File: src/rtl/counting_semaphore_table_core_defines.svh
`ifndef COUNTING_SEMAPHORE_TABLE_CORE_DEFINES_SVH
`define COUNTING_SEMAPHORE_TABLE_CORE_DEFINES_SVH
// assertion helpers for the semaphore table core
`ifndef SYNTHESIS
`define CST_ASSERT_IMPL(label, clk, rst_n, ante, cons) \
  label: assert property (@(posedge clk) disable iff (!rst_n) (ante) |-> (cons)) \
    else $error("assertion failed");
`define CST_ASSERT_NEXT(label, clk, rst_n, ante, cons) \
  label: assert property (@(posedge clk) disable iff (!rst_n) (ante) |=> (cons)) \
    else $error("assertion failed");
`else
`define CST_ASSERT_IMPL(label, clk, rst_n, ante, cons)
`define CST_ASSERT_NEXT(label, clk, rst_n, ante, cons)
`endif
`endif

File: src/rtl/cst_pkg.sv
package cst_pkg;
  localparam int MaxSemaphores = 16;
  localparam int QueueDepth    = 8;

  localparam logic [2:0] ACT_OPEN   = 3'd0;
  localparam logic [2:0] ACT_CLOSE  = 3'd1;
  localparam logic [2:0] ACT_WAIT   = 3'd2;
  localparam logic [2:0] ACT_POST   = 3'd3;
  localparam logic [2:0] ACT_REMOVE = 3'd4;

  localparam logic [2:0] ST_OK          = 3'd0;
  localparam logic [2:0] ST_BLOCKED     = 3'd1;
  localparam logic [2:0] ST_NOT_FOUND   = 3'd2;
  localparam logic [2:0] ST_TABLE_FULL  = 3'd3;
  localparam logic [2:0] ST_QUEUE_FULL  = 3'd4;
  localparam logic [2:0] ST_HAS_WAITERS = 3'd5;
  localparam logic [2:0] ST_BAD_VALUE   = 3'd6;

  localparam logic [14:0] COUNT_MAX = 15'h7fff;

  typedef struct packed {
    logic [2:0]  status;
    logic        woken_valid;
    logic [7:0]  woken_pid;
    logic [14:0] count_now;
  } result_t;
endpackage

File: src/rtl/counting_semaphore_table_core.sv
// channel | dir | tdata fields (low bit up)                         | tuser
// in_     | in  | action[2:0] sem_id[34:3] init_value[50:35] proc_id[58:51] | -
// out_    | out | status[2:0] woken_valid[3] woken_pid[11:4] count_now[26:12] | -
// A lookup reads the entries in order, with a read state and a compare state for each;
// the result then passes through the execute state, any queue or table moves, and the done state.
// A post that wakes a waiter reads the queue head and shifts the rest up one slot; a close
// without waiters moves each later entry and its queue up one place; remove scans every
// waiter slot of each entry until the proc_id is found. Both memories have registered reads.
// Synchronous active-low reset clears the sequencer, the entry count and the output valid flag only.
// in_tready is high while idle and either no result is held or the held one is being taken.
`include "counting_semaphore_table_core_defines.svh"
module counting_semaphore_table_core import cst_pkg::*; #(
  parameter int MAX_SEMAPHORES = MaxSemaphores,
  parameter int QUEUE_DEPTH    = QueueDepth
) (
  input  logic        clk,
  input  logic        rst_n,
  input  logic        in_tvalid,
  output logic        in_tready,
  input  logic [63:0] in_tdata,   // action, sem_id, init_value, proc_id
  output logic        out_tvalid,
  input  logic        out_tready,
  output logic [31:0] out_tdata   // status, woken_valid, woken_pid, count_now
);
  localparam int EW = (MAX_SEMAPHORES > 1) ? $clog2(MAX_SEMAPHORES) : 1;
  localparam int NW = $clog2(MAX_SEMAPHORES + 1);
  localparam int CW = $clog2(QUEUE_DEPTH + 1);
  localparam int PD = MAX_SEMAPHORES * QUEUE_DEPTH;
  localparam int PW = (PD > 1) ? $clog2(PD) : 1;
  localparam int RW = 32 + 15 + CW;

  localparam logic [4:0] S_IDLE    = 5'd0;
  localparam logic [4:0] S_FRD     = 5'd1;
  localparam logic [4:0] S_FCHK    = 5'd2;
  localparam logic [4:0] S_EXEC    = 5'd3;
  localparam logic [4:0] S_QRD     = 5'd4;
  localparam logic [4:0] S_QCHK    = 5'd5;
  localparam logic [4:0] S_SHRD    = 5'd6;
  localparam logic [4:0] S_SHWR    = 5'd7;
  localparam logic [4:0] S_CLRD    = 5'd8;
  localparam logic [4:0] S_CLWR    = 5'd9;
  localparam logic [4:0] S_CQRD    = 5'd10;
  localparam logic [4:0] S_CQWR    = 5'd11;
  localparam logic [4:0] S_DONE    = 5'd12;
  localparam logic [4:0] S_RERD    = 5'd13;
  localparam logic [4:0] S_RECHK   = 5'd14;
  localparam logic [4:0] S_FINW    = 5'd15;

  logic [4:0]  state_r, state_nxt;
  logic [NW-1:0] used_r, used_nxt;
  logic [2:0]  act_r, act_nxt;
  logic [31:0] id_r, id_nxt;
  logic [14:0] init_r, init_nxt;
  logic [7:0]  pid_r, pid_nxt;
  logic [NW-1:0] e_r, e_nxt;
  logic [CW-1:0] k_r, k_nxt;
  logic [RW-1:0] ent_r, ent_nxt;
  logic        ovalid_r, ovalid_nxt;
  result_t     res_r, res_nxt;

  logic          e_we;
  logic [EW-1:0] e_wa, e_ra;
  logic [RW-1:0] e_wd, e_rd;
  logic          q_we;
  logic [PW-1:0] q_wa, q_ra;
  logic [7:0]    q_wd, q_rd;

  cst_ram #(.Width(RW), .Depth(MAX_SEMAPHORES)) u_ent (
    .clk(clk), .we(e_we), .waddr(e_wa), .wdata(e_wd), .raddr(e_ra), .rdata(e_rd));
  cst_ram #(.Width(8), .Depth(PD)) u_queue (
    .clk(clk), .we(q_we), .waddr(q_wa), .wdata(q_wd), .raddr(q_ra), .rdata(q_rd));

  logic [31:0]   rd_id;
  logic [14:0]   rd_cnt;
  logic [CW-1:0] rd_wc;
  assign rd_id  = e_rd[RW-1 -: 32];
  assign rd_cnt = e_rd[CW +: 15];
  assign rd_wc  = e_rd[CW-1:0];

  logic [31:0]   en_id;
  logic [14:0]   en_cnt;
  logic [CW-1:0] en_wc;
  assign en_id  = ent_r[RW-1 -: 32];
  assign en_cnt = ent_r[CW +: 15];
  assign en_wc  = ent_r[CW-1:0];

  function automatic logic [PW-1:0] qaddr(input logic [NW-1:0] e, input logic [CW-1:0] k);
    logic [PW+NW+CW-1:0] a;
    a = PW'(0) + (PW+NW+CW)'(e) * (PW+NW+CW)'(QUEUE_DEPTH) + (PW+NW+CW)'(k);
    return a[PW-1:0];
  endfunction

  assign in_tready  = (state_r == S_IDLE) && !(ovalid_r && !out_tready);
  assign out_tvalid = ovalid_r;
  assign out_tdata  = {5'd0, res_r.count_now, res_r.woken_pid, res_r.woken_valid,
                       res_r.status};

  always_comb begin
    state_nxt = state_r; used_nxt = used_r; act_nxt = act_r; id_nxt = id_r;
    init_nxt = init_r; pid_nxt = pid_r; e_nxt = e_r; k_nxt = k_r;
    ent_nxt = ent_r; res_nxt = res_r;
    ovalid_nxt = ovalid_r && !out_tready;
    e_we = 1'b0; e_wa = e_r[EW-1:0]; e_wd = ent_r; e_ra = e_r[EW-1:0];
    q_we = 1'b0; q_wa = qaddr(e_r, k_r); q_wd = pid_r; q_ra = qaddr(e_r, k_r);
    unique case (state_r)
      S_IDLE: begin
        if (in_tvalid && in_tready) begin
          act_nxt = in_tdata[2:0]; id_nxt = in_tdata[34:3];
          init_nxt = in_tdata[49:35]; pid_nxt = in_tdata[58:51];
          e_nxt = '0; k_nxt = '0;
          res_nxt = '{status: ST_OK, woken_valid: 1'b0, woken_pid: 8'd0, count_now: 15'd0};
          if (in_tdata[2:0] == ACT_OPEN && used_r >= NW'(MAX_SEMAPHORES)) begin
            res_nxt.status = ST_TABLE_FULL; state_nxt = S_DONE;
          end else if (in_tdata[2:0] == ACT_OPEN && in_tdata[50]) begin
            res_nxt.status = ST_BAD_VALUE; state_nxt = S_DONE;
          end else if (in_tdata[2:0] > ACT_REMOVE) begin
            res_nxt.status = ST_BAD_VALUE; state_nxt = S_DONE;
          end else begin
            state_nxt = S_FRD;
          end
        end
      end
      S_FRD: begin
        if (e_r == used_r) begin
          state_nxt = S_EXEC;
        end else begin
          state_nxt = S_FCHK;
        end
      end
      S_FCHK: begin
        ent_nxt = e_rd;
        if (act_r == ACT_REMOVE) begin
          k_nxt = '0; state_nxt = S_RERD;
        end else if (rd_id == id_r) begin
          state_nxt = S_EXEC;
        end else begin
          e_nxt = e_r + 1'b1; state_nxt = S_FRD;
        end
      end
      S_RERD: begin
        if (k_r == en_wc) begin
          e_nxt = e_r + 1'b1; state_nxt = S_FRD;
        end else begin
          state_nxt = S_RECHK;
        end
      end
      S_RECHK: begin
        if (q_rd == pid_r) begin
          res_nxt.count_now = en_cnt; state_nxt = S_SHRD;
          k_nxt = k_r + 1'b1;
        end else begin
          k_nxt = k_r + 1'b1; state_nxt = S_RERD;
        end
      end
      S_EXEC: begin
        state_nxt = S_DONE;
        if (e_r == used_r) begin
          if (act_r == ACT_OPEN) begin
            e_we = 1'b1;
            e_wd = {id_r, init_r, CW'(0)};
            used_nxt = used_r + 1'b1;
            res_nxt.count_now = init_r;
          end else if (act_r == ACT_REMOVE) begin
            res_nxt.status = ST_NOT_FOUND;
          end else begin
            res_nxt.status = ST_NOT_FOUND;
          end
        end else begin
          case (act_r)
            ACT_OPEN: res_nxt.count_now = en_cnt;
            ACT_CLOSE: begin
              if (en_wc != '0) begin
                res_nxt.status = ST_HAS_WAITERS; res_nxt.count_now = en_cnt;
              end else begin
                state_nxt = S_CLRD;
              end
            end
            ACT_WAIT: begin
              if (en_cnt != '0) begin
                e_we = 1'b1; e_wd = {en_id, en_cnt - 1'b1, en_wc};
                res_nxt.count_now = en_cnt - 1'b1;
              end else if (en_wc >= CW'(QUEUE_DEPTH)) begin
                res_nxt.status = ST_QUEUE_FULL;
              end else begin
                q_we = 1'b1; q_wa = qaddr(e_r, en_wc); q_wd = pid_r;
                e_we = 1'b1; e_wd = {en_id, en_cnt, en_wc + 1'b1};
                res_nxt.status = ST_BLOCKED;
              end
            end
            ACT_POST: begin
              res_nxt.count_now = en_cnt;
              if (en_wc != '0) begin
                res_nxt.woken_valid = 1'b1; k_nxt = CW'(1); state_nxt = S_QRD;
              end else if (en_cnt < COUNT_MAX) begin
                e_we = 1'b1; e_wd = {en_id, en_cnt + 1'b1, en_wc};
                res_nxt.count_now = en_cnt + 1'b1;
              end
            end
            default: ;
          endcase
        end
      end
      S_QRD: begin
        q_ra = qaddr(e_r, '0); state_nxt = S_QCHK;
      end
      S_QCHK: begin
        res_nxt.woken_pid = q_rd; state_nxt = S_SHRD;
      end
      S_SHRD: begin
        if (k_r >= en_wc) begin
          state_nxt = S_FINW;
        end else begin
          state_nxt = S_SHWR;
        end
      end
      S_SHWR: begin
        q_we = 1'b1; q_wa = qaddr(e_r, k_r - 1'b1); q_wd = q_rd;
        k_nxt = k_r + 1'b1; state_nxt = S_SHRD;
      end
      S_FINW: begin
        e_we = 1'b1; e_wd = {en_id, en_cnt, en_wc - 1'b1}; state_nxt = S_DONE;
      end
      S_CLRD: begin
        if (e_r + 1'b1 >= used_r) begin
          used_nxt = used_r - 1'b1; state_nxt = S_DONE;
        end else begin
          e_ra = EW'(e_r + 1'b1); state_nxt = S_CLWR;
        end
      end
      S_CLWR: begin
        e_we = 1'b1; e_wd = e_rd; ent_nxt = e_rd; k_nxt = '0; state_nxt = S_CQRD;
      end
      S_CQRD: begin
        if (k_r >= en_wc) begin
          e_nxt = e_r + 1'b1; state_nxt = S_CLRD;
        end else begin
          q_ra = qaddr(e_r + 1'b1, k_r); state_nxt = S_CQWR;
        end
      end
      S_CQWR: begin
        q_we = 1'b1; q_wa = qaddr(e_r, k_r); q_wd = q_rd;
        k_nxt = k_r + 1'b1; state_nxt = S_CQRD;
      end
      S_DONE: begin
        if (!ovalid_r || out_tready) begin
          ovalid_nxt = 1'b1; state_nxt = S_IDLE;
        end
      end
      default: state_nxt = S_IDLE;
    endcase
  end

  always_ff @(posedge clk) begin
    if (!rst_n) begin
      state_r <= S_IDLE; used_r <= '0; ovalid_r <= 1'b0;
    end else begin
      state_r <= state_nxt; used_r <= used_nxt; ovalid_r <= ovalid_nxt;
    end
    act_r <= act_nxt; id_r <= id_nxt; init_r <= init_nxt; pid_r <= pid_nxt;
    e_r <= e_nxt; k_r <= k_nxt; ent_r <= ent_nxt; res_r <= res_nxt;
  end

  `CST_ASSERT_IMPL(a_used_bound, clk, rst_n, 1'b1, used_r <= NW'(MAX_SEMAPHORES))
  `CST_ASSERT_IMPL(a_woken_post, clk, rst_n, out_tvalid && out_tdata[3],
    out_tdata[2:0] == ST_OK)
  `CST_ASSERT_NEXT(a_out_hold, clk, rst_n, out_tvalid && !out_tready,
    out_tvalid && $stable(out_tdata))
endmodule

File: src/rtl/cst_ram.sv
module cst_ram #(
  parameter int Width = 8,
  parameter int Depth = 16
) (
  input  logic                                    clk,
  input  logic                                    we,
  input  logic [((Depth > 1) ? $clog2(Depth) : 1)-1:0] waddr,
  input  logic [Width-1:0]                        wdata,
  input  logic [((Depth > 1) ? $clog2(Depth) : 1)-1:0] raddr,
  output logic [Width-1:0]                        rdata
);
  logic [Width-1:0] mem [Depth];

  always_ff @(posedge clk) begin
    if (we) begin
      mem[waddr] <= wdata;
    end
    rdata <= mem[raddr];
  end
endmodule

File: config.mk
export PLATFORM = sky130hd
export DESIGN_NAME = counting_semaphore_table_core
export DESIGN_NICKNAME = d
export VERILOG_FILES = /design/src/rtl/cst_pkg.sv /design/src/rtl/counting_semaphore_table_core.sv /design/src/rtl/cst_ram.sv
export VERILOG_INCLUDE_DIRS = /design/src /design/src/rtl
export SDC_FILE = /design/constraint.sdc
export NUM_CORES = 2
export LEC_CHECK = 0
export BUFFER_PORTS_ARGS = -buffer_cell sky130_fd_sc_hd__buf_2
export CAP_MARGIN = 20
export CELL_PAD_IN_SITES_DETAIL_PLACEMENT = 1
export CELL_PAD_IN_SITES_GLOBAL_PLACEMENT = 2
export CORE_ASPECT_RATIO = 1.4
export CORE_MARGIN = 5
export CORE_UTILIZATION = 42
export DETAILED_ROUTE_END_ITERATION = 12
export GPL_TIMING_DRIVEN = 0
export PLACE_DENSITY = 0.83
export SYNTH_ARGS = -nofsm -noshare
export SYNTH_HDL_FRONTEND = slang
export SYNTH_SLANG_ARGS = --single-unit
File: constraint.sdc
create_clock -name clk -period 5.02 [get_ports clk]
set_input_delay 0.251 -clock clk [delete_from_list [all_inputs] [get_ports clk]]
set_output_delay 0.251 -clock clk [all_outputs]
set_load 0.02 [all_outputs]
==> metrics.txt <==
routed length per placed instance 37.9 µm; IO Count 102; leakage 36.9 nW; period utilisation layout 1.03; CP cell instances clkinv_4 -> clkbuf_8 -> clkbuf_16 -> clkbuf_16 -> ha_2 -> ha_1 -> a21o_1 -> a21o_1 -> a21oi_1 -> o211ai_1 -> mux2i_4 -> clkbuf_2 -> buf_2 -> o311ai_2 -> nand4_1; fraction of the yosys area taken by sequential cells 0.663; Post-DRT Antenna Nets 0; GRT Residual Overflow 0; Worst R2R Path Depth 15; initial antenna violation count 27; Internal Pwr Total 40.7 mW; core area 218000 µm²; WP data required 5730 ps; CP startpoint kind flop; Mean Syn Cell Area 14.0 µm²; pin count of the biggest net entering global routing 129; Area Growth Syn to Fin 18.8%; relative slew slack 0.100; vias in the first global route 70000; worst hold stages 2; TritonRoute pass-1 iters 7; final wirelength 388000 µm; register share of total power 0.297; RSZ-0062 raised after global routing true; DP HPWL 280000 µm; Clk Latency, worst-skew pair 880 ps; layout net count 7294; utilization after layout 0.501; Final WS setup -174 ps; 1st-iter DRT viols 7723; global-route met1 utilization 0.350; worst slack, placed -3850 ps; num rows 203; initial core utilization 0.422; Worst Tran Pin Value 1350 ps; met2 usage 0.566; Die Span Y 564 µm; slowest CP cell a21oi_1; Peak Freq 0.193 GHz; Final setup viols 38; skew final 84.0 ps; yosys warns 0; logic gate share of total power 0.486; Netlist cell types 85; Crit Path Class flop to flop; Clock Power Share 0.216; layout cells sized above 1 0.177; Sw Share 0.455; worst-path fanout max 12; DRC errors left 0; Vias 67200; Post-Synthesis Cell Area 92000 µm²; die area 229000 µm²; Arrival @ worst endpoint 5900 ps; via-per-instance ratio 6.57; Gate Count Post-Synth 6590; All-Layer GR Usage 0.330; Final Critical Period 5190 ps; Placer Congestion 1.03; Die W 406 µm; clk sinks 2054; min-delay worst type input pin to flop; Post-synth EDFFs 1985; busiest grt layer met2; status finished with violations; clock buffer depth 4; first-pass GRT wire length 534000 µm; crit end category flop; #FFs+latches synth 2054; final hold violations 0; H-tree depth 4; Clock transition at path regs 70 ps; setup TNS -1680 ps; total of max-cap violations 0; Max stage delay on crit path 520 ps; Global Route met3 Usage 0.0590; final slew viol count 0; Power per Cell Area 683 nW/µm²; Clk Tree Root Cell clkbuf_16; CTS buffer count 209; highest-count cells in the layout ignoring fill and taps edfxtp_1, mux2i_1, clkbuf_1; Synth Flop Type edfxtp_1; NetSw 34.0 mW; PortBufs 90; most common cell after layout, fill and taps aside edfxtp_1; Max rail drop VDD 405 µV; CTS tree built; violated checks negative setup slack; Async S/R FF share, synth 0
==> flip-flops by register name (all words and copies together) (netlist names), 5 cells and up <==
name	cells
u_queue.rdata	8
ent_r	51
u_queue.mem	1024
used_r	5
id_r	32
pid_r	8
u_ent.rdata	51
e_r	5
init_r	15
u_ent.mem	816
out_tdata	27
==> metal layers <==
metal	vias to the layer above	share of wire	wire length, µm
met3	1371	0.075	28900
met2	3944	0.49	190000
li1	27400	-	-
met5	-	0.00029	114
met4	16	0.11	42600
met1	34500	0.33	126000
==> Yosys cell counts, drive strengths merged (14+ instances only) <==
master / number / share of area
a211o: 20 / 0.0019
a211oi: 288 / 0.024
a21boi: 164 / 0.013
a21o: 21 / 0.0017
a21oi: 128 / 0.0070
a221o: 50 / 0.0054
a222oi: 35 / 0.0038
a22oi: 146 / 0.012
a2bb2oi: 40 / 0.0038
a311oi: 24 / 0.0023
a31oi: 75 / 0.0051
and2: 190 / 0.013
and3: 221 / 0.015
buf: 160 / 0.0085
clkbuf: 411 / 0.017
dfxtp: 69 / 0.015
edfxtp: 1985 / 0.65
ha: 31 / 0.0042
inv: 89 / 0.0036
mux2: 70 / 0.0086
mux2i: 544 / 0.059
mux4: 50 / 0.012
nand2: 318 / 0.013
nand2b: 23 / 0.0016
nand3: 120 / 0.0065
nand4: 53 / 0.0036
nor2: 217 / 0.0089
nor2b: 173 / 0.012
nor3: 93 / 0.0051
nor4: 114 / 0.0078
o211a: 14 / 0.0016
o211ai: 33 / 0.0027
o21ai: 111 / 0.0060
o221ai: 59 / 0.0056
o22ai: 22 / 0.0015
o311a: 29 / 0.0032
o311ai: 134 / 0.013
o31ai: 19 / 0.0016
or2: 23 / 0.0016
or4: 16 / 0.0013
xnor2: 43 / 0.0041
xor2: 25 / 0.0024
==> final cells by class <==
class / count / area, µm²
Fill cell: 21200 / 109000
Sequential cell: 2054 / 61000
Multi-Input combinational cell: 3878 / 30600
Clock buffer: 262 / 5600
Timing Repair Buffer: 401 / 4030
Tap cell: 2870 / 3590
Buffer: 559 / 2780
Clock inverter: 113 / 1320
Inverter: 91 / 349
Antenna cell: 12 / 30.0
==> worst max-delay path, delay by kind of cell (launching register included) <==
kind	cells	cell delay [ps]
simple gates	1	450
buf+inv	6	1630
mux	1	390
fa+ha+maj	2	600
flops	1	470
compound gates	5	1430
==> stage by stage <==
step	power [mW]	area [µm²]	cells	hold WS (ps)
after floorplan	39.4	92000	6594	350
after global placement	54.1	96000	9554	412
after detailed placement	55.7	99500	9756	420
after CTS	73.2	109000	10200	38.3
after global routing	76.0	109000	10200	69.4
final	74.7	109000	10200	79.6
==> path summary, 6_finish.rpt <==
kind,startpoint,endpoint,slack [ps]
worst min-delay path,in_tdata[56],pid_r[5],80
worst max-delay path,e_r[0],u_ent.rdata[19],-170
worst min register to register,u_ent.rdata[8],ent_r[8],440
worst max register to register,e_r[0],u_ent.rdata[19],-170
==> cells by family after synthesis <==
kind of cell / count (synthesis) / share of synthesized area
xor+xnor: 68 / 0.00647
simple gates: 1582 / 0.0909
mux: 664 / 0.0800
flops: 2054 / 0.663
other cells: 1 / 0.0000408
fa+ha+maj: 32 / 0.00443
compound gates: 1527 / 0.126
buf+inv: 662 / 0.0289
==> repair_timing <==
| action | 4_1_cts | 5_1_grt |
|---|---|---|
| endpoints found under the setup margin | 1193 | 870 |
| cloned | 0 | 0 |
| endpoints found under the hold margin | 70 | 0 |
| hold buffers | 62 | 0 |
| pin swaps | 33 | 15 |
| gates resized for setup | 446 | 105 |
| setup buffers | 31 | 10 |
==> power by group through the flow <==
stage	Clock [mW]	Combinational, mW	Sequential, mW
after floorplan	0	17.1	22.3
after global placement	0	31.4	22.7
after detailed placement	0	33.2	22.5
after CTS	16.2	34.8	22.2
after global routing	17.0	36.8	22.2
final	16.2	36.3	22.2
Power figures use the tool's default switching activity.
